[src/rtl/mcpi_pkg.sv]
// Shared widths, constants, codes and types of the motor current PI controller.
package mcpi_pkg;

    // Field widths.
    localparam int MODE_W     = 3;
    localparam int MEAS_W     = 16;
    localparam int GAIN_W     = 16;
    localparam int PCT_W      = 8;
    localparam int PERIOD_W   = 16;
    localparam int DUTY_W     = 16;
    localparam int REF_W      = 9;

    // Stream and configuration port widths.
    localparam int IN_TDATA_W  = 16;
    localparam int IN_TUSER_W  = MODE_W;
    localparam int OUT_TDATA_W = 32;
    localparam int CFG_IDX_W   = 2;
    localparam int CFG_DATA_W  = 16;

    // Datapath widths.
    localparam int ERR_W    = 17;
    localparam int SUM_W    = 32;
    localparam int ACC_W    = 34;
    localparam int MUL_A_W  = 32;
    localparam int MUL_B_W  = 18;
    localparam int PROD_W   = MUL_A_W + MUL_B_W;
    localparam int DRIVE_W  = PROD_W + 1;
    localparam int MAG_W    = 15;
    localparam int X_W      = 23;
    localparam int Q8_SHIFT = 8;

    // Division by 100 through a reciprocal: floor(2^22 / 100).
    localparam int RECIP       = 41943;
    localparam int RECIP_SHIFT = 22;
    localparam int PCT_FULL    = 100;

    localparam int FULL_DRIVE_Q8   = 25600;
    localparam int REF_MAG         = 200;
    localparam int TEST_LENGTH_DEF = 100;

    localparam logic signed [REF_W-1:0] REF_POS = REF_W'(REF_MAG);
    localparam logic signed [REF_W-1:0] REF_NEG = -REF_POS;

    // Operating modes carried on the input tuser.
    localparam logic [MODE_W-1:0] MODE_IDLE  = 3'd0;
    localparam logic [MODE_W-1:0] MODE_OPEN  = 3'd1;
    localparam logic [MODE_W-1:0] MODE_TEST  = 3'd2;
    localparam logic [MODE_W-1:0] MODE_HOLD  = 3'd3;
    localparam logic [MODE_W-1:0] MODE_TRACK = 3'd4;

    // Configuration register indexes.
    localparam logic [CFG_IDX_W-1:0] REG_PROP_GAIN  = 2'd0;
    localparam logic [CFG_IDX_W-1:0] REG_INTEG_GAIN = 2'd1;
    localparam logic [CFG_IDX_W-1:0] REG_OPEN_PCT   = 2'd2;
    localparam logic [CFG_IDX_W-1:0] REG_PWM_PERIOD = 2'd3;

    typedef enum logic [9:0] {
        ST_IDLE = 10'b00_0000_0001,
        ST_ERR  = 10'b00_0000_0010,
        ST_MULP = 10'b00_0000_0100,
        ST_MULI = 10'b00_0000_1000,
        ST_MAG  = 10'b00_0001_0000,
        ST_MULD = 10'b00_0010_0000,
        ST_DIV1 = 10'b00_0100_0000,
        ST_DIV2 = 10'b00_1000_0000,
        ST_DIV3 = 10'b01_0000_0000,
        ST_OUT  = 10'b10_0000_0000
    } state_t;

endpackage

[src/rtl/mcpi_mul.sv]
// Shared signed multiplier with a registered product.
module mcpi_mul
    import mcpi_pkg::*;
(
    input  logic                      clk,
    input  logic signed [MUL_A_W-1:0] a,
    input  logic signed [MUL_B_W-1:0] b,
    output logic signed [PROD_W-1:0]  prod
);

    logic signed [PROD_W-1:0] prod_reg;

    always_ff @(posedge clk)
    begin
        prod_reg <= PROD_W'(a) * PROD_W'(b);
    end

    assign prod = prod_reg;

endmodule

[src/rtl/motor_current_pi_controller.sv]
// Motor current PI controller: top level with sequencer and datapath.
// Idle, hold, track and reserved modes go straight to output; open-loop runs the duty
// multiply and divide; test mode forms the PI drive first, skipping both if saturated.
// One item is in work at a time, as the steps share the single multiplier; a new item
// is accepted only after the result has been registered.
// Reset is asynchronous: outputs invalid, control and configuration registers zero, test reference at +200 mA.
module motor_current_pi_controller
    import mcpi_pkg::*;
#(
    parameter int TEST_LENGTH = TEST_LENGTH_DEF
)
(
    input  logic                   clk,
    input  logic                   rst_n,
    input  logic                   s_tvalid,
    output logic                   s_tready,
    input  logic [IN_TDATA_W-1:0]  s_tdata,   // [15:0] measured_ma
    input  logic [IN_TUSER_W-1:0]  s_tuser,   // [2:0] mode
    output logic                   m_tvalid,
    input  logic                   m_tready,
    output logic [OUT_TDATA_W-1:0] m_tdata,   // [15:0] duty_compare, [16] reverse_dir,
                                              // [25:17] reference_ma, [31:26] zero
    output logic                   m_tlast,   // test_done
    input  logic                   cfg_valid,
    output logic                   cfg_ready,
    input  logic [CFG_IDX_W-1:0]   cfg_index,
    input  logic [CFG_DATA_W-1:0]  cfg_data
);

    localparam int CNT_W = $clog2(TEST_LENGTH);

    state_t state_reg, state_next;

    logic signed [GAIN_W-1:0]   prop_gain_reg;
    logic signed [GAIN_W-1:0]   integ_gain_reg;
    logic signed [PCT_W-1:0]    open_pct_reg;
    logic [PERIOD_W-1:0]        pwm_period_reg;

    logic [CNT_W-1:0]           sample_count_reg;
    logic signed [SUM_W-1:0]    error_sum_reg;
    logic signed [REF_W-1:0]    test_ref_reg;
    logic [DUTY_W-1:0]          held_duty_reg;
    logic                       held_dir_reg;

    logic                       is_test_reg;
    logic signed [MEAS_W-1:0]   meas_reg;
    logic signed [ERR_W-1:0]    err_reg;
    logic signed [SUM_W-1:0]    sum_reg;
    logic signed [ACC_W-1:0]    acc_reg;
    logic [MAG_W-1:0]           mag_reg;
    logic [X_W-1:0]             x_reg;
    logic [DUTY_W-1:0]          q0_reg;
    logic signed [REF_W-1:0]    ref_out_reg;
    logic                       done_reg;

    logic                       out_valid_reg;
    logic [DUTY_W-1:0]          out_duty_reg;
    logic                       out_dir_reg;
    logic signed [REF_W-1:0]    out_ref_reg;
    logic                       out_done_reg;

    logic                       s_accept;
    logic [MODE_W-1:0]          in_mode;
    logic signed [MEAS_W-1:0]   in_meas;
    logic [PCT_W-1:0]           pct_abs;
    logic [PCT_W-1:0]           pct_mag;
    logic                       flip;
    logic                       cnt_last;
    logic signed [REF_W-1:0]    ref_new;
    logic signed [ERR_W-1:0]    err;
    logic signed [SUM_W:0]      sum_wide;
    logic signed [SUM_W-1:0]    sum_sat;
    logic signed [MUL_A_W-1:0]  mul_a;
    logic signed [MUL_B_W-1:0]  mul_b;
    logic signed [PROD_W-1:0]   prod;
    logic signed [DRIVE_W-1:0]  drive;
    logic [DRIVE_W-1:0]         drive_mag;
    logic                       drive_sat;
    logic [X_W-1:0]             x_comb;
    logic [DUTY_W-1:0]          q0_comb;
    logic [X_W:0]               rem;
    logic                       q_inc;
    logic                       out_free;

    assign s_accept  = s_tvalid && s_tready;
    assign s_tready  = (state_reg == ST_IDLE);
    assign cfg_ready = 1'b1;
    assign in_mode   = s_tuser[MODE_W-1:0];
    assign in_meas   = $signed(s_tdata[MEAS_W-1:0]);
    assign out_free  = !out_valid_reg || m_tready;

    // Open-loop percentage magnitude, limited to full drive.
    assign pct_abs = open_pct_reg[PCT_W-1] ? PCT_W'(-open_pct_reg) : PCT_W'(open_pct_reg);
    assign pct_mag = (pct_abs > PCT_W'(PCT_FULL)) ? PCT_W'(PCT_FULL) : pct_abs;

    // Square-wave reference flips at the quarter points of the test.
    assign flip = (sample_count_reg == CNT_W'(TEST_LENGTH / 4))
               || (sample_count_reg == CNT_W'(TEST_LENGTH / 2))
               || (sample_count_reg == CNT_W'((3 * TEST_LENGTH) / 4));
    assign cnt_last = (sample_count_reg == CNT_W'(TEST_LENGTH - 1));
    assign ref_new  = flip ? -test_ref_reg : test_ref_reg;
    assign err      = ERR_W'(ref_new) - ERR_W'(meas_reg);
    assign sum_wide = (SUM_W + 1)'(error_sum_reg) + (SUM_W + 1)'(err);

    always_comb
    begin
        if (sum_wide[SUM_W] != sum_wide[SUM_W-1])
        begin
            sum_sat = sum_wide[SUM_W] ? {1'b1, {(SUM_W - 1){1'b0}}}
                                      : {1'b0, {(SUM_W - 1){1'b1}}};
        end
        else
        begin
            sum_sat = sum_wide[SUM_W-1:0];
        end
    end

    // Drive in Q8 percent: the integral product arrives while the proportional one waits.
    assign drive     = DRIVE_W'(prod) + DRIVE_W'(acc_reg);
    assign drive_mag = drive[DRIVE_W-1] ? DRIVE_W'(-drive) : DRIVE_W'(drive);
    assign drive_sat = (drive_mag >= DRIVE_W'(FULL_DRIVE_Q8));

    // Closed-loop products carry the Q8 scale, which is dropped before the divide by 100.
    assign x_comb  = is_test_reg ? prod[X_W+Q8_SHIFT-1:Q8_SHIFT] : prod[X_W-1:0];
    assign q0_comb = prod[RECIP_SHIFT +: DUTY_W];
    assign rem     = {1'b0, x_reg} - prod[X_W:0];
    assign q_inc   = (rem >= (X_W + 1)'(PCT_FULL));

    always_comb
    begin
        mul_a = '0;
        mul_b = '0;
        unique case (state_reg)
            ST_MULP:
            begin
                mul_a = MUL_A_W'(prop_gain_reg);
                mul_b = MUL_B_W'(err_reg);
            end
            ST_MULI:
            begin
                mul_a = MUL_A_W'(sum_reg);
                mul_b = MUL_B_W'(integ_gain_reg);
            end
            ST_MULD:
            begin
                mul_a = $signed(MUL_A_W'(pwm_period_reg));
                mul_b = $signed(MUL_B_W'(mag_reg));
            end
            ST_DIV1:
            begin
                mul_a = $signed(MUL_A_W'(x_comb));
                mul_b = $signed(MUL_B_W'(RECIP));
            end
            ST_DIV2:
            begin
                mul_a = $signed(MUL_A_W'(q0_comb));
                mul_b = $signed(MUL_B_W'(PCT_FULL));
            end
            default:
            begin
                mul_a = '0;
                mul_b = '0;
            end
        endcase
    end

    mcpi_mul u_mul (
        .clk  (clk),
        .a    (mul_a),
        .b    (mul_b),
        .prod (prod)
    );

    always_comb
    begin
        state_next = state_reg;
        unique case (state_reg)
            ST_IDLE:
            begin
                if (s_accept)
                begin
                    case (in_mode)
                        MODE_OPEN: state_next = ST_MULD;
                        MODE_TEST: state_next = ST_ERR;
                        default:   state_next = ST_OUT;
                    endcase
                end
            end
            ST_ERR:  state_next = ST_MULP;
            ST_MULP: state_next = ST_MULI;
            ST_MULI: state_next = ST_MAG;
            ST_MAG:  state_next = drive_sat ? ST_OUT : ST_MULD;
            ST_MULD: state_next = ST_DIV1;
            ST_DIV1: state_next = ST_DIV2;
            ST_DIV2: state_next = ST_DIV3;
            ST_DIV3: state_next = ST_OUT;
            ST_OUT:  state_next = out_free ? ST_IDLE : ST_OUT;
            default: state_next = ST_IDLE;
        endcase
    end

    always_ff @(posedge clk or negedge rst_n)
    begin
        if (!rst_n)
        begin
            state_reg        <= ST_IDLE;
            prop_gain_reg    <= '0;
            integ_gain_reg   <= '0;
            open_pct_reg     <= '0;
            pwm_period_reg   <= '0;
            sample_count_reg <= '0;
            error_sum_reg    <= '0;
            test_ref_reg     <= REF_POS;
            held_duty_reg    <= '0;
            held_dir_reg     <= 1'b0;
            is_test_reg      <= 1'b0;
            ref_out_reg      <= '0;
            done_reg         <= 1'b0;
            out_valid_reg    <= 1'b0;
        end
        else
        begin
            state_reg <= state_next;

            if (cfg_valid && cfg_ready)
            begin
                unique case (cfg_index)
                    REG_PROP_GAIN:  prop_gain_reg  <= $signed(cfg_data[GAIN_W-1:0]);
                    REG_INTEG_GAIN: integ_gain_reg <= $signed(cfg_data[GAIN_W-1:0]);
                    REG_OPEN_PCT:   open_pct_reg   <= $signed(cfg_data[PCT_W-1:0]);
                    REG_PWM_PERIOD: pwm_period_reg <= cfg_data[PERIOD_W-1:0];
                    default:        ;
                endcase
            end

            if (s_accept)
            begin
                is_test_reg <= (in_mode == MODE_TEST);
                ref_out_reg <= '0;
                done_reg    <= 1'b0;
                case (in_mode)
                    MODE_IDLE: held_duty_reg <= '0;
                    MODE_OPEN: held_dir_reg  <= open_pct_reg[PCT_W-1];
                    default:   ;
                endcase
            end

            if (state_reg == ST_ERR)
            begin
                test_ref_reg  <= ref_new;
                ref_out_reg   <= ref_new;
                done_reg      <= cnt_last;
                error_sum_reg <= cnt_last ? '0 : sum_sat;
                sample_count_reg <= cnt_last ? '0 : sample_count_reg + CNT_W'(1);
            end

            if (state_reg == ST_MAG)
            begin
                held_dir_reg <= drive[DRIVE_W-1];
                if (drive_sat)
                begin
                    held_duty_reg <= pwm_period_reg;
                end
            end

            if (state_reg == ST_DIV3)
            begin
                held_duty_reg <= q0_reg + DUTY_W'(q_inc);
            end

            if (state_reg == ST_OUT && out_free)
            begin
                out_valid_reg <= 1'b1;
            end
            else if (m_tready)
            begin
                out_valid_reg <= 1'b0;
            end
        end
    end

    // Payload registers of the datapath and the output stage.
    always_ff @(posedge clk)
    begin
        if (s_accept)
        begin
            meas_reg <= in_meas;
            mag_reg  <= MAG_W'(pct_mag);
        end
        if (state_reg == ST_ERR)
        begin
            err_reg <= err;
            sum_reg <= sum_sat;
        end
        if (state_reg == ST_MULI)
        begin
            acc_reg <= prod[ACC_W-1:0];
        end
        if (state_reg == ST_MAG)
        begin
            mag_reg <= drive_mag[MAG_W-1:0];
        end
        if (state_reg == ST_DIV1)
        begin
            x_reg <= x_comb;
        end
        if (state_reg == ST_DIV2)
        begin
            q0_reg <= q0_comb;
        end
        if (state_reg == ST_OUT && out_free)
        begin
            out_duty_reg <= held_duty_reg;
            out_dir_reg  <= held_dir_reg;
            out_ref_reg  <= ref_out_reg;
            out_done_reg <= done_reg;
        end
    end

    assign m_tvalid = out_valid_reg;
    assign m_tlast  = out_done_reg;
    assign m_tdata  = {(OUT_TDATA_W - DUTY_W - 1 - REF_W)'(0), out_ref_reg, out_dir_reg,
                       out_duty_reg};

endmodule

[config.mk]
export PLATFORM = sky130hd
export DESIGN_NAME = motor_current_pi_controller
export DESIGN_NICKNAME = d
export VERILOG_FILES = /design/src/rtl/mcpi_pkg.sv /design/src/rtl/mcpi_mul.sv /design/src/rtl/motor_current_pi_controller.sv
export SDC_FILE = /design/constraint.sdc
export NUM_CORES = 2
export LEC_CHECK = 0
export BUFFER_PORTS_ARGS = -buffer_cell sky130_fd_sc_hd__buf_2
export CORE_MARGIN = 2
export CORE_UTILIZATION = 55
export CTS_BUF_LIST = sky130_fd_sc_hd__clkbuf_8
export DETAILED_ROUTE_END_ITERATION = 6
export PLACE_DENSITY = 0.68
export SETUP_SLACK_MARGIN = 0.1
export SYNTH_ARGS = -nofsm -noshare
export SYNTH_HDL_FRONTEND = slang
export SYNTH_SLANG_ARGS = --single-unit
[constraint.sdc]
create_clock -name clk -period 12.98 [get_ports clk]
set_input_delay 2.596 -clock clk [delete_from_list [all_inputs] [get_ports clk]]
set_output_delay 2.596 -clock clk [all_outputs]
set_load 0.02 [all_outputs]
==> results.py <==
metrics = {
    "pwr": {
        "powerDensity_nw_per_um2": 86.64,
        "intPower_mw": 2.500,
        "p_leak_nw": 20.78,
        "total_power_mw": 3.907,
        "switching_share_pct": 36.01,
        "power.net_switching_mw": 1.407,
        "ir_drop_mv": 0.1604,
        "seq_power_share_pct": 39.3,
        "power_frac_comb_pct": 29.9,
        "pwr-share-clk_pct": 30.8,
    },
    "hold_path": {
        "holdCritPathClass": "flip-flop to flip-flop",
        "min_path_cells": 0,
        "min_from": "held_duty_reg[2]",
        "hold_end": "out_duty_reg[2]",
    },
    "global_routing": {
        "gr-usage-all-layers_pct": 33.03,
        "grt_pass1_wl_mm": 197.4,
        "grt_max_degree": 76,
        "grt_pass1_vias": 33820,
        "antenna_found_initial": 4,
        "grt-ovfl-total": 0,
    },
    "placement": {
        "io_buffers": 70,
        "dpl.cell_count": 5632,
        "finalWeightedCongestion": 0.9772,
        "postPlaceCellArea_um2": 43640,
        "dp_hpwl_mm": 100.3,
    },
    "sta": {
        "finalMaxSlewViolations": 0,
        "worst_pin_slew_ps": 1201,
        "rsz0062_at_grt": "no",
        "setup_viol": 0,
        "slew_headroom_pct": 17.87,
        "hold_viol_final": 0,
        "setup_tns_ps": 0,
        "finalCriticalPeriod_ps": 10270,
        "timing.fmax_mhz": 97.37,
        "fin_crit_sh_pct": 79.12,
        "skew_ps": 51.75,
    },
    "synth": {
        "synth-async-reset-ratio_pct": 38.01,
        "syn_inst": 4669,
        "seq_area_frac_synth_pct": 23.48,
        "yosys.area_share.simple_pct": 16.41,
        "yosysUniqueCellTypes": 104,
        "synth_xor_area_share_pct": 3.579,
        "synth_edf_count": 180,
        "yosys.area_share.adder_pct": 33.89,
        "synth_top_family_by_area": "adder cells",
        "synth-seq-cells": 371,
        "synthFlopType": "edfxtp_1",
        "syn_area_um2": 42340,
        "synth_compound_area_share_pct": 12.23,
        "synthMuxAreaShare_pct": 1.954,
        "syn_area_per_cell_um2": 9.067,
        "ys_warn_count": 0,
    },
    "outcome": {
        "status": "finished, violations left",
        "violations": "DRC",
    },
    "floorplanning": {
        "dieHeight_um": 281.4,
        "die_w_um": 281.4,
        "coreArea_um2": 76080,
        "pin_count": 78,
        "initial_core_util_pct": 55.65,
        "rows": 101,
        "die-area_um2": 79210,
    },
    "clocking": {
        "cts_tree": "done",
        "cts_buffers": 66,
        "cts.clk_slew.worst_paths_ps": 60,
        "clock-root-buffer": "clkbuf_8",
        "cts_setup_buffers": 0,
        "htreeDepth": 3,
        "clk_path_buf_depth": 3,
        "hold_buffers": 0,
        "clock_latency_ps": 700,
        "cts_num_sinks": 371,
        "ctsResizeCount": 0,
    },
    "detailed_routing": {
        "num_vias": 33960,
        "detail-route-antenna-nets": 0,
        "drc_errors": 3,
        "viasPerCell": 5.895,
        "first_pass_iters": 7,
        "drt-total-wl_mm": 127.5,
        "wl_per_cell_um": 22.14,
        "drt_iter0_drc": 3180,
    },
    "critical_path": {
        "critPathCaptureType": "flip-flop",
        "crit_required_ps": 13500,
        "crit_slowest_cell": "nand2_1",
        "reg2reg_depth": 31,
        "cp_max_fo": 61,
        "max_stage_delay_ps": 660,
        "worst-setup-path-type": "flip-flop to flip-flop",
        "cpMostUsedCell": "fa_1",
        "r2r-start": "state_reg[6]",
        "r2r-end": "u_mul.prod[49]",
        "rrSetupSlack_ps": 2710,
        "cp_data_arrival_time_ps": 10790,
        "worst_setup_path_start_kind": "flip-flop",
    },
    "finish": {
        "layout-drive-gt1-share_pct": 7.367,
        "post-route-util_pct": 59.29,
        "area_growth_pct": 6.534,
        "stdcell_count": 5760,
        "design_area_um2": 45100,
        "num-nets-final": 5518,
        "largest_reg_flops": 50,
    },
    "job": {
        "drv_cap": 0,
    },
}
## synth_stat cells (15+ instances only)
cell type	count	area share, %
a31oi_1	24	0.35
inv_1	738	6.5
a22oi_1	29	0.51
and2_1	54	0.80
o21a_1	30	0.53
mux2_2	61	1.6
nand3_1	71	0.84
a21o_1	59	1.0
nand2b_1	34	0.50
o22ai_1	15	0.22
a21oi_1	158	1.9
clkbuf_1	160	1.4
xor2_1	60	1.2
o21ai_0	181	2.1
o21bai_1	26	0.46
xnor2_1	113	2.3
nor3b_1	25	0.44
nor2_1	462	4.1
nand4_1	41	0.61
a211oi_1	26	0.46
fa_1	556	26
a221oi_1	20	0.41
nor4_1	23	0.34
nor3_1	56	0.66
o211ai_1	16	0.28
nand2_1	626	5.6
dfxtp_1	50	2.4
ha_1	250	7.4
and3_1	26	0.38
o31ai_1	17	0.30
dfrtp_1	137	8.1
edfxtp_1	180	13
nor2b_1	27	0.40
## power by group through the flow
stage          clock network (mW)  registers, mW  logic [mW]
3_3_place_gp                    0           1.55        1.13
2_1_floorplan                   0           1.52       0.813
6_report                     1.20           1.54        1.17
5_1_grt                      1.27           1.55        1.29
4_1_cts                      1.22           1.53        1.15
3_5_place_dp                    0           1.55        1.15
## worst max path at each step
stage / start / endpoint / slack, ps / depth (start not counted)
floorplan: state_reg[3] / u_mul.prod[49] / 3860 / 31
global placement: state_reg[7] / u_mul.prod[49] / 3060 / 32
detailed placement: state_reg[7] / u_mul.prod[49] / 2910 / 32
CTS: state_reg[6] / u_mul.prod[49] / 2840 / 32
global route: state_reg[6] / u_mul.prod[49] / 1890 / 31
finish: state_reg[6] / u_mul.prod[49] / 2710 / 31
## layout by cell type (no fill, tap or decap), types with 15 or more instances in the layout
master    count
o31ai_1      17
nor3b_1      18
and2_1       54
a21oi_1     158
o21bai_1     26
buf_2        69
nand2b_1     34
xor2_1       60
nor4_1       23
nand3_1      71
a221oi_1     19
a22oi_1      29
clkbuf_8     76
dfxtp_1      50
xnor2_1     113
and3_1       26
nor2b_1      26
o21a_1       30
fa_1        556
nor3_1       56
nand2_1     626
o22ai_1      15
nor2_1      462
a211oi_1     26
a31oi_1      24
inv_1       757
ha_1        250
edfxtp_1    180
mux2_2       61
nand4_1      41
buf_4        54
dfrtp_1     137
a21o_1       59
o21ai_0     181
o211ai_1     16
## per-layer routing
metal | vias to the layer above | share of wire [%] | GRT usage, %
li1 | 15350 | - | -
met3 | 294 | 8.9 | 7.184
met2 | 1431 | 46 | 52.37
met4 | 2 | 4.5 | 13.60
met1 | 16880 | 41 | 44.17
met5 | - | 0.010 | 0
## logic make-up after synthesis
kind of cell,after synthesis
fa+ha+maj,815
buf+inv,934
other cells,2
mux,75
xor+xnor,173
simple gates,1532
flops,371
compound gates,767
## worst max-delay path: cells and delay by family (launching register included)
family | cells | cell delay (ps)
flip-flops | 1 | 430
buffers and inverters | 4 | 760
adder cells (fa/ha/maj) | 7 | 3080
XOR/XNOR | 1 | 130
AND/OR/NAND/NOR | 8 | 2580
AO/OA/AOI/OAI | 11 | 3110
## per-stage QoR
| stage | worst slack (ps) | hold slack, ps |
|---|---|---|
| global placement | 3056 | 430.3 |
| floorplan | 3857 | 416.5 |
| detailed placement | 2914 | 433.1 |
| finish | 2710 | 446.7 |
| global route | 1887 | 462.9 |
| CTS | 2838 | 448.2 |
## layout make-up
class	instances	area, um2
antenna	6	15.01
clock buffer	76	1046
clock inverter	46	397.9
fill	6811	30970
inverter	738	2770
multi-input combinational	3369	28880
sequential	371	9940
tap	1030	1289
timing repair buffer	124	762.0
No activity file was read; power rests on OpenSTA's default activity.
